[src/mxr_pkg.sv]
// Shared types, constants and routing function of the XY mesh router.
package mxr_pkg;

    // Default sizes handed to the top level parameters.
    localparam int FIFO_DEPTH_DEF  = 5;
    localparam int LOCAL_DEPTH_DEF = 64;
    localparam int COUNT_BITS_DEF  = 10;

    // Coordinates are compared within this many bits of each half.
    localparam int              COORD_BITS = 8;
    localparam logic [15:0]     COORD_MASK = 16'((17'd1 << COORD_BITS) - 17'd1);

    // Link ports and requesters.
    localparam int NUM_PORTS = 4;
    localparam int NUM_REQ   = 5;
    localparam int REQ_LOCAL = 4;

    // Configuration register indexes.
    localparam logic CFG_OWN_X = 1'b0;
    localparam logic CFG_OWN_Y = 1'b1;

    // Input word kinds carried on tuser.
    localparam logic KIND_TICK = 1'b0;
    localparam logic KIND_LOAD = 1'b1;

    // Output choices of the router; eject means delivery to this node.
    typedef enum logic [2:0] {
        PORT_LEFT,
        PORT_RIGHT,
        PORT_UP,
        PORT_DOWN,
        PORT_EJECT
    } t_port;

    // One queue head offered to the arbiter.
    typedef struct packed {
        logic        vld;
        logic [15:0] dst;
    } t_head;

    // Arbitration outcome of one tick.
    typedef struct packed {
        logic [NUM_REQ-1:0]       grant;
        logic [NUM_REQ-1:0]       taken;
        logic [NUM_REQ-1:0][15:0] port_dst;
    } t_arb_res;

    // Input word, lowest field last (packed structs fill from the top).
    typedef struct packed {
        logic [5:0]  pad;
        logic [9:0]  local_count;
        logic [15:0] local_dst;
        logic [3:0]  credit_return;
        logic [15:0] arrive_dst_down;
        logic [15:0] arrive_dst_up;
        logic [15:0] arrive_dst_right;
        logic [15:0] arrive_dst_left;
        logic [3:0]  link_valid;
    } t_in_word;

    // Result word, lowest field last.
    typedef struct packed {
        logic [2:0]  pad;
        logic        overflow;
        logic        load_rejected;
        logic        pending;
        logic        busy_res;
        logic [3:0]  credit_release;
        logic [15:0] eject_dst;
        logic        eject_valid;
        logic [15:0] send_dst_down;
        logic [15:0] send_dst_up;
        logic [15:0] send_dst_right;
        logic [15:0] send_dst_left;
        logic [3:0]  send_valid;
    } t_out_word;

    // X first, then Y, otherwise eject.
    function automatic t_port route_port(input logic [15:0] dst,
                                         input logic [7:0]  own_x,
                                         input logic [7:0]  own_y);
        logic [15:0] dx;
        logic [15:0] dy;
        logic [15:0] ox;
        logic [15:0] oy;
        t_port       p;
        dx = dst & COORD_MASK;
        dy = (dst >> COORD_BITS) & COORD_MASK;
        ox = {8'h00, own_x} & COORD_MASK;
        oy = {8'h00, own_y} & COORD_MASK;
        if (dx > ox) begin
            p = PORT_RIGHT;
        end else if (dx < ox) begin
            p = PORT_LEFT;
        end else if (dy > oy) begin
            p = PORT_UP;
        end else if (dy < oy) begin
            p = PORT_DOWN;
        end else begin
            p = PORT_EJECT;
        end
        return p;
    endfunction

endpackage

[src/mesh_xy_credit_router.sv]
// Top level of the XY dimension-order mesh router with credit flow control.
//
// One input word is either a traffic tick (tuser = 0) or a local load (tuser = 1).
// A tick carries the arrivals on the four links and the credits returned by the
// neighbours; the router arbitrates its four link FIFOs and the local queue in
// fixed priority (left, right, up, down, local), routes X first then Y, and
// returns one result word with the sends, the ejection and the released credits.
// A load appends an entry to the local queue and returns a word that only flags
// a rejection when the queue was full.
// Each word enters an input register; its result moves on into the output
// register once the result slot is free, and is taken from there.
// A new word is accepted every cycle while results are taken; the rate is set
// by the update of FIFOs, credits and local queue head that feeds the next word.
// When the receiver stalls, the result is held and the input register fills;
// s_axis_tready then falls until the result is taken.
// The configuration port (own_x at index 0, own_y at index 1) is always ready.
// The user must see that it is written while no word is in flight; it is not checked.
// Reset clears all FIFOs and the local queue, sets every output credit to the
// FIFO depth and both coordinates to zero.
module mesh_xy_credit_router #(
    parameter int FIFO_DEPTH  = mxr_pkg::FIFO_DEPTH_DEF,
    parameter int LOCAL_DEPTH = mxr_pkg::LOCAL_DEPTH_DEF,
    parameter int COUNT_BITS  = mxr_pkg::COUNT_BITS_DEF
) (
    input  logic         i_clk,
    input  logic         i_rst_n,
    // tdata from bit 0: link_valid, arrive_dst_left, arrive_dst_right,
    // arrive_dst_up, arrive_dst_down, credit_return, local_dst, local_count, zeros
    input  logic         s_axis_tvalid,
    output logic         s_axis_tready,
    input  logic [103:0] s_axis_tdata,
    // tuser: kind
    input  logic         s_axis_tuser,
    output logic         m_axis_tvalid,
    input  logic         m_axis_tready,
    // tdata from bit 0: send_valid, send_dst_left, send_dst_right, send_dst_up,
    // send_dst_down, eject_valid, eject_dst, credit_release, busy_res, pending,
    // load_rejected, overflow, zeros
    output logic [95:0]  m_axis_tdata,
    input  logic         i_cfg_valid,
    output logic         o_cfg_ready,
    input  logic         i_cfg_index,
    input  logic [7:0]   i_cfg_data
);

    logic                                r_in_vld;
    logic                                r_in_kind;
    mxr_pkg::t_in_word                   r_in;
    logic                                r_out_vld;
    mxr_pkg::t_out_word                  r_out;
    mxr_pkg::t_out_word                  n_out;
    logic [7:0]                          r_own_x;
    logic [7:0]                          r_own_y;
    logic                                advance;
    logic                                tick;
    logic                                load;
    mxr_pkg::t_head [mxr_pkg::NUM_REQ-1:0] heads;
    mxr_pkg::t_arb_res                   arb;
    logic [mxr_pkg::NUM_PORTS-1:0]       fifo_ovf;
    logic [mxr_pkg::NUM_PORTS-1:0][15:0] arrive_dst;
    logic                                lq_full;

    // Handshake: the word in the input register moves on when the result slot frees.
    assign advance       = r_in_vld && (!r_out_vld || m_axis_tready);
    assign s_axis_tready = !r_in_vld || advance;
    assign m_axis_tvalid = r_out_vld;
    assign m_axis_tdata  = r_out;
    assign o_cfg_ready   = 1'b1;

    assign tick = advance && (r_in_kind == mxr_pkg::KIND_TICK);
    assign load = advance && (r_in_kind == mxr_pkg::KIND_LOAD);

    // Input register.
    always_ff @(posedge i_clk) begin
        if (!i_rst_n) begin
            r_in_vld <= 1'b0;
        end else if (s_axis_tready) begin
            r_in_vld <= s_axis_tvalid;
        end
    end

    always_ff @(posedge i_clk) begin
        if (s_axis_tvalid && s_axis_tready) begin
            r_in      <= s_axis_tdata;
            r_in_kind <= s_axis_tuser;
        end
    end

    // Coordinate registers.
    always_ff @(posedge i_clk) begin
        if (!i_rst_n) begin
            r_own_x <= '0;
            r_own_y <= '0;
        end else if (i_cfg_valid && o_cfg_ready) begin
            case (i_cfg_index)
                mxr_pkg::CFG_OWN_X: r_own_x <= i_cfg_data;
                mxr_pkg::CFG_OWN_Y: r_own_y <= i_cfg_data;
                default: ;
            endcase
        end
    end

    assign arrive_dst[0] = r_in.arrive_dst_left;
    assign arrive_dst[1] = r_in.arrive_dst_right;
    assign arrive_dst[2] = r_in.arrive_dst_up;
    assign arrive_dst[3] = r_in.arrive_dst_down;

    // Link input FIFOs.
    for (genvar g = 0; g < mxr_pkg::NUM_PORTS; g++) begin : g_link
        mxr_link_fifo #(
            .DEPTH (FIFO_DEPTH)
        ) u_fifo (
            .i_clk      (i_clk),
            .i_rst_n    (i_rst_n),
            .i_pop      (arb.grant[g]),
            .i_push     (tick && r_in.link_valid[g]),
            .i_push_dst (arrive_dst[g]),
            .o_head     (heads[g]),
            .o_overflow (fifo_ovf[g])
        );
    end

    // Local send queue.
    mxr_local_queue #(
        .LOCAL_DEPTH (LOCAL_DEPTH),
        .COUNT_BITS  (COUNT_BITS)
    ) u_local (
        .i_clk        (i_clk),
        .i_rst_n      (i_rst_n),
        .i_load       (load),
        .i_load_dst   (r_in.local_dst),
        .i_load_count (COUNT_BITS'(r_in.local_count)),
        .i_grant      (arb.grant[mxr_pkg::REQ_LOCAL]),
        .o_head       (heads[mxr_pkg::REQ_LOCAL]),
        .o_full       (lq_full)
    );

    // Arbitration and credits.
    mxr_arbiter #(
        .FIFO_DEPTH (FIFO_DEPTH)
    ) u_arb (
        .i_clk           (i_clk),
        .i_rst_n         (i_rst_n),
        .i_tick          (tick),
        .i_own_x         (r_own_x),
        .i_own_y         (r_own_y),
        .i_heads         (heads),
        .i_credit_return (r_in.credit_return),
        .o_res           (arb)
    );

    // Result word.
    always_comb begin
        logic any_head;
        any_head = 1'b0;
        for (int r = 0; r < mxr_pkg::NUM_REQ; r++) begin
            any_head = any_head | heads[r].vld;
        end
        n_out = '0;
        if (r_in_kind == mxr_pkg::KIND_LOAD) begin
            n_out.load_rejected = lq_full;
        end else begin
            n_out.send_valid     = arb.taken[mxr_pkg::NUM_PORTS-1:0];
            n_out.send_dst_left  = arb.port_dst[mxr_pkg::PORT_LEFT];
            n_out.send_dst_right = arb.port_dst[mxr_pkg::PORT_RIGHT];
            n_out.send_dst_up    = arb.port_dst[mxr_pkg::PORT_UP];
            n_out.send_dst_down  = arb.port_dst[mxr_pkg::PORT_DOWN];
            n_out.eject_valid    = arb.taken[mxr_pkg::PORT_EJECT];
            n_out.eject_dst      = arb.port_dst[mxr_pkg::PORT_EJECT];
            n_out.credit_release = arb.grant[mxr_pkg::NUM_PORTS-1:0];
            n_out.busy_res       = |arb.grant;
            n_out.pending        = any_head;
            n_out.overflow       = |fifo_ovf;
        end
    end

    // Output register.
    always_ff @(posedge i_clk) begin
        if (!i_rst_n) begin
            r_out_vld <= 1'b0;
        end else if (advance) begin
            r_out_vld <= 1'b1;
        end else if (m_axis_tready) begin
            r_out_vld <= 1'b0;
        end
    end

    always_ff @(posedge i_clk) begin
        if (advance) begin
            r_out <= n_out;
        end
    end

`ifndef SYNTH
    // A rejected load word carries no traffic.
    a_load_quiet: assert property (@(posedge i_clk) disable iff (!i_rst_n)
        (r_out_vld && r_out.load_rejected) |->
            (r_out.send_valid == '0 && !r_out.eject_valid && !r_out.busy_res))
        else $error("load result shows traffic");

    // Something moved exactly when a port or the ejection was used.
    a_busy_match: assert property (@(posedge i_clk) disable iff (!i_rst_n)
        r_out_vld |-> (r_out.busy_res == ((r_out.send_valid != '0) || r_out.eject_valid)))
        else $error("busy flag disagrees with sends");

    // A released credit means a link queue was waiting at arbitration.
    a_release_pending: assert property (@(posedge i_clk) disable iff (!i_rst_n)
        (r_out_vld && (r_out.credit_release != '0)) |-> r_out.pending)
        else $error("credit released with nothing pending");
`endif

endmodule

[src/mxr_link_fifo.sv]
// Input FIFO of one link with pop-before-push and overflow detection.
module mxr_link_fifo #(
    parameter int DEPTH = mxr_pkg::FIFO_DEPTH_DEF
) (
    input  logic          i_clk,
    input  logic          i_rst_n,
    input  logic          i_pop,
    input  logic          i_push,
    input  logic [15:0]   i_push_dst,
    output mxr_pkg::t_head o_head,
    output logic          o_overflow
);

    localparam int PTR_W  = (DEPTH > 1) ? $clog2(DEPTH) : 1;
    localparam int FILL_W = $clog2(DEPTH + 1);
    localparam int SUM_W  = FILL_W + 1;

    logic [15:0]       r_store [DEPTH];
    logic [PTR_W-1:0]  r_head;
    logic [FILL_W-1:0] r_fill;
    logic [PTR_W-1:0]  n_head;
    logic [FILL_W-1:0] n_fill;
    logic [SUM_W-1:0]  tail_sum;
    logic [PTR_W-1:0]  tail;
    logic              push_ok;

    // Head word is read straight from its slot.
    assign o_head.vld = (r_fill != '0);
    assign o_head.dst = r_store[r_head];

    // A pop in the same tick frees a slot for the arrival.
    assign push_ok    = i_push && ((r_fill != FILL_W'(DEPTH)) || i_pop);
    assign o_overflow = i_push && !push_ok;

    // Tail slot, head plus fill wrapped once.
    assign tail_sum = SUM_W'(r_head) + SUM_W'(r_fill);
    assign tail     = (tail_sum >= SUM_W'(DEPTH)) ? PTR_W'(tail_sum - SUM_W'(DEPTH))
                                                  : PTR_W'(tail_sum);

    // Pointer and fill update.
    always_comb begin
        n_head = r_head;
        n_fill = r_fill;
        if (i_pop) begin
            n_head = (r_head == PTR_W'(DEPTH - 1)) ? '0 : r_head + 1'b1;
        end
        n_fill = r_fill - FILL_W'(i_pop) + FILL_W'(push_ok);
    end

    always_ff @(posedge i_clk) begin
        if (!i_rst_n) begin
            r_head <= '0;
            r_fill <= '0;
        end else begin
            r_head <= n_head;
            r_fill <= n_fill;
        end
    end

    // Storage of arriving words.
    always_ff @(posedge i_clk) begin
        if (push_ok) begin
            r_store[tail] <= i_push_dst;
        end
    end

`ifndef SYNTH
    // The fill level never passes the depth.
    a_fill_bound: assert property (@(posedge i_clk) disable iff (!i_rst_n)
        r_fill <= FILL_W'(DEPTH))
        else $error("link FIFO fill above depth");
`endif

endmodule

[src/mxr_local_queue.sv]
// Local send queue: ring memory with the head entry held in registers.
module mxr_local_queue #(
    parameter int LOCAL_DEPTH = mxr_pkg::LOCAL_DEPTH_DEF,
    parameter int COUNT_BITS  = mxr_pkg::COUNT_BITS_DEF
) (
    input  logic                  i_clk,
    input  logic                  i_rst_n,
    input  logic                  i_load,
    input  logic [15:0]           i_load_dst,
    input  logic [COUNT_BITS-1:0] i_load_count,
    input  logic                  i_grant,
    output mxr_pkg::t_head        o_head,
    output logic                  o_full
);

    localparam int PTR_W   = (LOCAL_DEPTH > 1) ? $clog2(LOCAL_DEPTH) : 1;
    localparam int FILL_W  = $clog2(LOCAL_DEPTH + 1);
    localparam int SUM_W   = FILL_W + 1;
    localparam int ENTRY_W = 16 + COUNT_BITS;

    logic [ENTRY_W-1:0]    mem [LOCAL_DEPTH];
    logic [PTR_W-1:0]      r_head;
    logic [FILL_W-1:0]     r_fill;
    logic [15:0]           r_hd_dst;
    logic [COUNT_BITS-1:0] r_hd_cnt;
    logic [ENTRY_W-1:0]    r_rd_data;
    logic                  r_byp;
    logic [ENTRY_W-1:0]    r_byp_data;
    logic [PTR_W-1:0]      n_head;
    logic [FILL_W-1:0]     n_fill;
    logic [15:0]           n_hd_dst;
    logic [COUNT_BITS-1:0] n_hd_cnt;
    logic [SUM_W-1:0]      tail_sum;
    logic [PTR_W-1:0]      wr_addr;
    logic [PTR_W-1:0]      rd_addr;
    logic [ENTRY_W-1:0]    wr_data;
    logic [ENTRY_W-1:0]    next_entry;
    logic                  wr_en;
    logic                  pop;

    assign o_head.vld = (r_fill != '0);
    assign o_head.dst = r_hd_dst;
    assign o_full     = (r_fill == FILL_W'(LOCAL_DEPTH));

    // Write slot behind the last entry.
    assign tail_sum = SUM_W'(r_head) + SUM_W'(r_fill);
    assign wr_addr  = (tail_sum >= SUM_W'(LOCAL_DEPTH)) ?
                      PTR_W'(tail_sum - SUM_W'(LOCAL_DEPTH)) : PTR_W'(tail_sum);
    assign wr_en    = i_load && !o_full;
    assign wr_data  = {i_load_dst, i_load_count};

    // Entry after the head, with a write of the previous cycle forwarded.
    assign next_entry = r_byp ? r_byp_data : r_rd_data;

    // An entry leaves once its last copy is sent; a count of zero sends one.
    assign pop = i_grant && (r_hd_cnt <= COUNT_BITS'(1));

    // Head, fill and head entry update.
    always_comb begin
        n_head   = r_head;
        n_fill   = r_fill;
        n_hd_dst = r_hd_dst;
        n_hd_cnt = r_hd_cnt;
        if (wr_en) begin
            n_fill = r_fill + 1'b1;
            if (r_fill == '0) begin
                n_hd_dst = i_load_dst;
                n_hd_cnt = i_load_count;
            end
        end else if (pop) begin
            n_head   = (r_head == PTR_W'(LOCAL_DEPTH - 1)) ? '0 : r_head + 1'b1;
            n_fill   = r_fill - 1'b1;
            n_hd_dst = next_entry[ENTRY_W-1:COUNT_BITS];
            n_hd_cnt = next_entry[COUNT_BITS-1:0];
        end else if (i_grant) begin
            n_hd_cnt = r_hd_cnt - 1'b1;
        end
    end

    // Prefetch the slot after the coming head.
    assign rd_addr = (n_head == PTR_W'(LOCAL_DEPTH - 1)) ? '0 : n_head + 1'b1;

    always_ff @(posedge i_clk) begin
        if (!i_rst_n) begin
            r_head <= '0;
            r_fill <= '0;
            r_byp  <= 1'b0;
        end else begin
            r_head <= n_head;
            r_fill <= n_fill;
            r_byp  <= wr_en && (wr_addr == rd_addr);
        end
    end

    // Head entry payload.
    always_ff @(posedge i_clk) begin
        r_hd_dst   <= n_hd_dst;
        r_hd_cnt   <= n_hd_cnt;
        r_byp_data <= wr_data;
    end

    // Queue memory: one write port, one registered read port.
    always_ff @(posedge i_clk) begin
        if (wr_en) begin
            mem[wr_addr] <= wr_data;
        end
    end

    always_ff @(posedge i_clk) begin
        r_rd_data <= mem[rd_addr];
    end

`ifndef SYNTH
    // A grant is only ever given to a queue that holds an entry.
    a_grant_needs_entry: assert property (@(posedge i_clk) disable iff (!i_rst_n)
        i_grant |-> (r_fill != '0))
        else $error("local queue granted while empty");
`endif

endmodule

[src/mxr_arbiter.sv]
// Fixed-priority XY arbiter with per-port output credit counters.
module mxr_arbiter #(
    parameter int FIFO_DEPTH = mxr_pkg::FIFO_DEPTH_DEF
) (
    input  logic                                    i_clk,
    input  logic                                    i_rst_n,
    input  logic                                    i_tick,
    input  logic [7:0]                              i_own_x,
    input  logic [7:0]                              i_own_y,
    input  mxr_pkg::t_head [mxr_pkg::NUM_REQ-1:0]   i_heads,
    input  logic [mxr_pkg::NUM_PORTS-1:0]           i_credit_return,
    output mxr_pkg::t_arb_res                       o_res
);

    localparam int CRED_W = $clog2(FIFO_DEPTH + 1);

    logic [CRED_W-1:0]            r_credit [mxr_pkg::NUM_PORTS];
    logic [CRED_W-1:0]            n_credit [mxr_pkg::NUM_PORTS];
    logic [mxr_pkg::NUM_REQ-1:0]  cred_ok;

    // A port may be granted only while it holds a credit; ejection always may.
    always_comb begin
        for (int i = 0; i < mxr_pkg::NUM_PORTS; i++) begin
            cred_ok[i] = (r_credit[i] != '0);
        end
        cred_ok[mxr_pkg::PORT_EJECT] = 1'b1;
    end

    // Walk the requesters in priority order, each takes a free output.
    always_comb begin
        mxr_pkg::t_port p;
        logic           ok;
        o_res = '0;
        for (int r = 0; r < mxr_pkg::NUM_REQ; r++) begin
            p  = mxr_pkg::route_port(i_heads[r].dst, i_own_x, i_own_y);
            ok = i_tick && i_heads[r].vld && !o_res.taken[p] && cred_ok[p];
            if (ok) begin
                o_res.grant[r]    = 1'b1;
                o_res.taken[p]    = 1'b1;
                o_res.port_dst[p] = i_heads[r].dst;
            end
        end
    end

    // Spend a credit per send, then take back a returned one up to the depth.
    always_comb begin
        logic [CRED_W-1:0] c;
        for (int i = 0; i < mxr_pkg::NUM_PORTS; i++) begin
            c = r_credit[i] - CRED_W'(o_res.taken[i]);
            if (i_tick && i_credit_return[i] && (c < CRED_W'(FIFO_DEPTH))) begin
                c = c + 1'b1;
            end
            n_credit[i] = c;
        end
    end

    always_ff @(posedge i_clk) begin
        if (!i_rst_n) begin
            for (int i = 0; i < mxr_pkg::NUM_PORTS; i++) begin
                r_credit[i] <= CRED_W'(FIFO_DEPTH);
            end
        end else begin
            for (int i = 0; i < mxr_pkg::NUM_PORTS; i++) begin
                r_credit[i] <= n_credit[i];
            end
        end
    end

`ifndef SYNTH
    // A send on a port never leaves its credit count wrapped around.
    a_credit_bound: assert property (@(posedge i_clk) disable iff (!i_rst_n)
        (r_credit[0] <= CRED_W'(FIFO_DEPTH)) && (r_credit[1] <= CRED_W'(FIFO_DEPTH)) &&
        (r_credit[2] <= CRED_W'(FIFO_DEPTH)) && (r_credit[3] <= CRED_W'(FIFO_DEPTH)))
        else $error("output credit above FIFO depth");
`endif

endmodule

[config.mk]
export PLATFORM = sky130hd
export DESIGN_NAME = mesh_xy_credit_router
export DESIGN_NICKNAME = d
export VERILOG_FILES = /design/src/mxr_pkg.sv /design/src/mesh_xy_credit_router.sv /design/src/mxr_link_fifo.sv /design/src/mxr_local_queue.sv /design/src/mxr_arbiter.sv
export SDC_FILE = /design/constraint.sdc
export NUM_CORES = 2
export LEC_CHECK = 0
export BUFFER_PORTS_ARGS = -buffer_cell sky130_fd_sc_hd__buf_2
export CAP_MARGIN = 15
export CORE_ASPECT_RATIO = 0.9
export CORE_UTILIZATION = 57
export DETAILED_ROUTE_END_ITERATION = 10
export GPL_TIMING_DRIVEN = 0
export PLACE_DENSITY = 0.73
export SYNTH_ARGS = -nofsm -noshare
export SYNTH_HDL_FRONTEND = slang
export SYNTH_HIERARCHICAL = 1
export SYNTH_SLANG_ARGS = --single-unit
[constraint.sdc]
create_clock -name i_clk -period 11.75 [get_ports i_clk]
set_input_delay 1.175 -clock i_clk [delete_from_list [all_inputs] [get_ports i_clk]]
set_output_delay 1.175 -clock i_clk [all_outputs]
set_load 0.01 [all_outputs]
==> run metrics <==
run status finished with violations; failing checks DRC; height of the die roughly 400 um; CP required between 10 and 15 ns; most common cell after layout, fill and taps aside edfxtp_1; placed cell areas ~0.10 mm^2; area grow syn2layout 14.8%; number of routed nets with antenna violations 0; slew margin rel. 0.144; WHS 0.477 ns; starting density of the core 0.574; yosys synthesis warning count 6; RSZ-0062 raised after global routing false; worst-margin pin slew roughly 1.3 ns; Max stage delay cell, worst path a41oi_1; die area 0.171 mm^2; final setup margin 0.119 ns; largest net degree at the start of global routing 58; CTS tree yes; Final min period around 12 ns; max-cap check violation count 0; FF+latch count, synth roughly 2300; Setup crit end kind flop; Initial DRT Pass Iterations 11; Die X between 400 and 500 um; global-route wire length before repair ~380000 um; Detail Placement HPWL roughly 180000 um; crit-path max FO 10; port bufs around 210; Fmax roughly 86 MHz; sequential share of the synthesized area 0.710; NumNets Final slightly above 6000; clock latency reported for the late side of the worst-skew pair ~0.85 ns; Setup WS pre-CTS -0.953 ns; most frequent CP cell buf_2; # rows ~140; max-slew violations 0; post-synthesis area per instance 17.9 um^2; Hold WC Path Type reg -> reg; H-tree depth 4; met2 WL between 100000 and 150000 um; Root Driver clkbuf_16; Synth async-reset ratio 0; Peak VDD IR a little over 200 uV; critical path startpoint category flop; initial antenna violation count 8; total track usage 0.312; cts hold-fix bufs 0; Mapped Cells roughly 5400; GR Overflow Total 0; core footprint 0.169 mm^2; post-synthesis cell area 0.0968 mm^2; Worst-path clk slew about 0.060 ns; Leak around 36 nW; pwr/cell area roughly 150 mW/mm^2; WL per Instance around 32 um; met3 wire len between 20000 and 30000 um; fin util 0.659; share of post-route cells with drive strength above 1 0.246; Vias per Instance around 6.6; top routing layer in use met5; crit path DAT ~12 ns; type of the worst setup path reg -> reg; I/O pins about 220; largest buffer count on any clock path 3; via count between 50000 and 60000; CTS Sinks around 2300; Worst Clk Skew approximately 0.067 ns; Post-synth EDFFs between 2000 and 2500; final instance area ~0.11 mm^2; Placer Congestion 0.993; final-report setup violation count 0; DRT iter0 DRCs 7273; Primary FF master, synth edfxtp_1; synth unique cells about 120; DRC 3; commonest cells after routing, fill and taps aside edfxtp_1, mux4_2, buf_2; Num CTS Buffers around 220; met1 WL 100000 um; final hold vios 0; vias in the first global route 54143; crit-path max cell delay around 0.7 ns; DRT Wirelength ~270000 um; Tcrit/Tclk final 0.990
## critical path, delay by kind of cell, from the launching register on
kind,cells,cell delay (ns)
fa+ha+maj,2,0.65
mux,4,1.37
compound gates,8,2.45
simple gates,11,2.73
flops,1,0.33
buf+inv,10,3.90
## logic make-up (layout without fill, tap and decap cells)
family,count (synthesis),in the layout,share of synthesized area
XOR/XNOR,50,50,0.00472
flip-flops,2334,2334,0.710
buffers and inverters,394,1114,0.0190
adder cells (fa/ha/maj),152,152,0.0204
multiplexers,672,672,0.133
other,2,7,0.0000776
AND/OR/NAND/NOR,1094,1094,0.0595
AO/OA/AOI/OAI,704,704,0.0525
## synthesized netlist by cell type (16+ instances only)
cell type,n,share of area
a21boi_0,25,0.0019
a21o_1,28,0.0022
a21oi_1,108,0.0056
a221oi_1,24,0.0022
a222oi_1,55,0.0057
a31oi_1,19,0.0012
a32o_1,52,0.0054
a41oi_1,33,0.0030
and2_1,57,0.0037
buf_2,92,0.0048
clkbuf_1,141,0.0055
dfxtp_1,132,0.027
edfxtp_1,2202,0.68
ha_1,142,0.018
inv_1,109,0.0042
mux2_2,68,0.0079
mux2i_1,122,0.013
mux4_1,24,0.0065
mux4_2,456,0.11
nand2_1,281,0.011
nand2b_1,16,0.0010
nand3_1,265,0.014
nand4_1,29,0.0019
nor2_1,150,0.0058
nor2b_1,125,0.0081
nor3_1,36,0.0019
nor3_2,25,0.0026
o211ai_1,22,0.0017
o21ai_0,208,0.011
xnor2_1,28,0.0025
xor2_1,21,0.0019
## path summary, 6_finish.rpt
kind	start	endpoint	slack [ns]	cells past startpoint
worst min register to register	r_own_y[4]	r_own_y[4]	0.48	2
worst max register to register	flop	u_local/r_rd_data[8]	0.12	35
worst min-delay path	r_own_y[4]	r_own_y[4]	0.48	2
worst max-delay path	flop	u_local/r_rd_data[8]	0.12	35
## metrics by stage
step | setup TNS (ns) | instances | power (W)
global route | 0 | 8372 | 0.0175
floorplan | 0 | 5404 | 0.00971
detailed placement | -21.46 | 7963 | 0.0101
CTS | 0 | 8369 | 0.0171
finish | 0 | 8374 | 0.0171
global placement | -1456.17 | 7856 | 0.00996
## layout make-up
type,instances,area (um^2)
inverter,111,417
timing repair buffer,315,3500
tap,2247,2810
buffer,283,1450
multi-input combinational,2676,26900
clock inverter,130,1490
sequential,2334,68800
clock buffer,275,5800
fill,10961,57600
antenna,3,7.51
## state kept, by name (all words and copies together), names as in the netlist, 6 cells and up, named ones only
register and flops:
r_own_y 8, g_link.u_fifo/r_store 320, u_local/r_byp_data 26, u_local/r_hd_cnt 10, u_local/r_head 6, u_local/r_fill 7
u_local/r_rd_data 26, r_in 34, m_axis_tdata 93, g_link.u_fifo/r_head 12, r_own_x 8, arrive_dst 64
u_local/r_hd_dst 16, u_arb/r_credit 12, g_link.u_fifo/r_fill 12, u_local/mem 1664
## per-layer routing
layer / up-vias / track usage
li1: 23015 / -
met1: 28458 / 0.415
met2: 3298 / 0.498
met3: 605 / 0.0643
met4: 4 / 0.144
met5: - / 0
## where the power goes
group / total, W / internal (W) / leakage (nW) / switching (W)
registers: 0.00924 / 0.00917 / 21.0 / 0.0000733
logic: 0.000652 / 0.000227 / 11.3 / 0.000425
clock network: 0.00716 / 0.00406 / 3.52 / 0.00310
total: 0.0171 / 0.0135 / 35.9 / 0.00359
## timing repair
action | CTS | global route
setup endpoints to repair | 26 | 26
setup buffers | 1 | 2
cloned | 0 | 0
pin swaps | 1 | 1
hold endpoints to repair | 0 | 0
gates resized for setup | 7 | 49
Note: power is estimated with default switching activity, not from simulation.
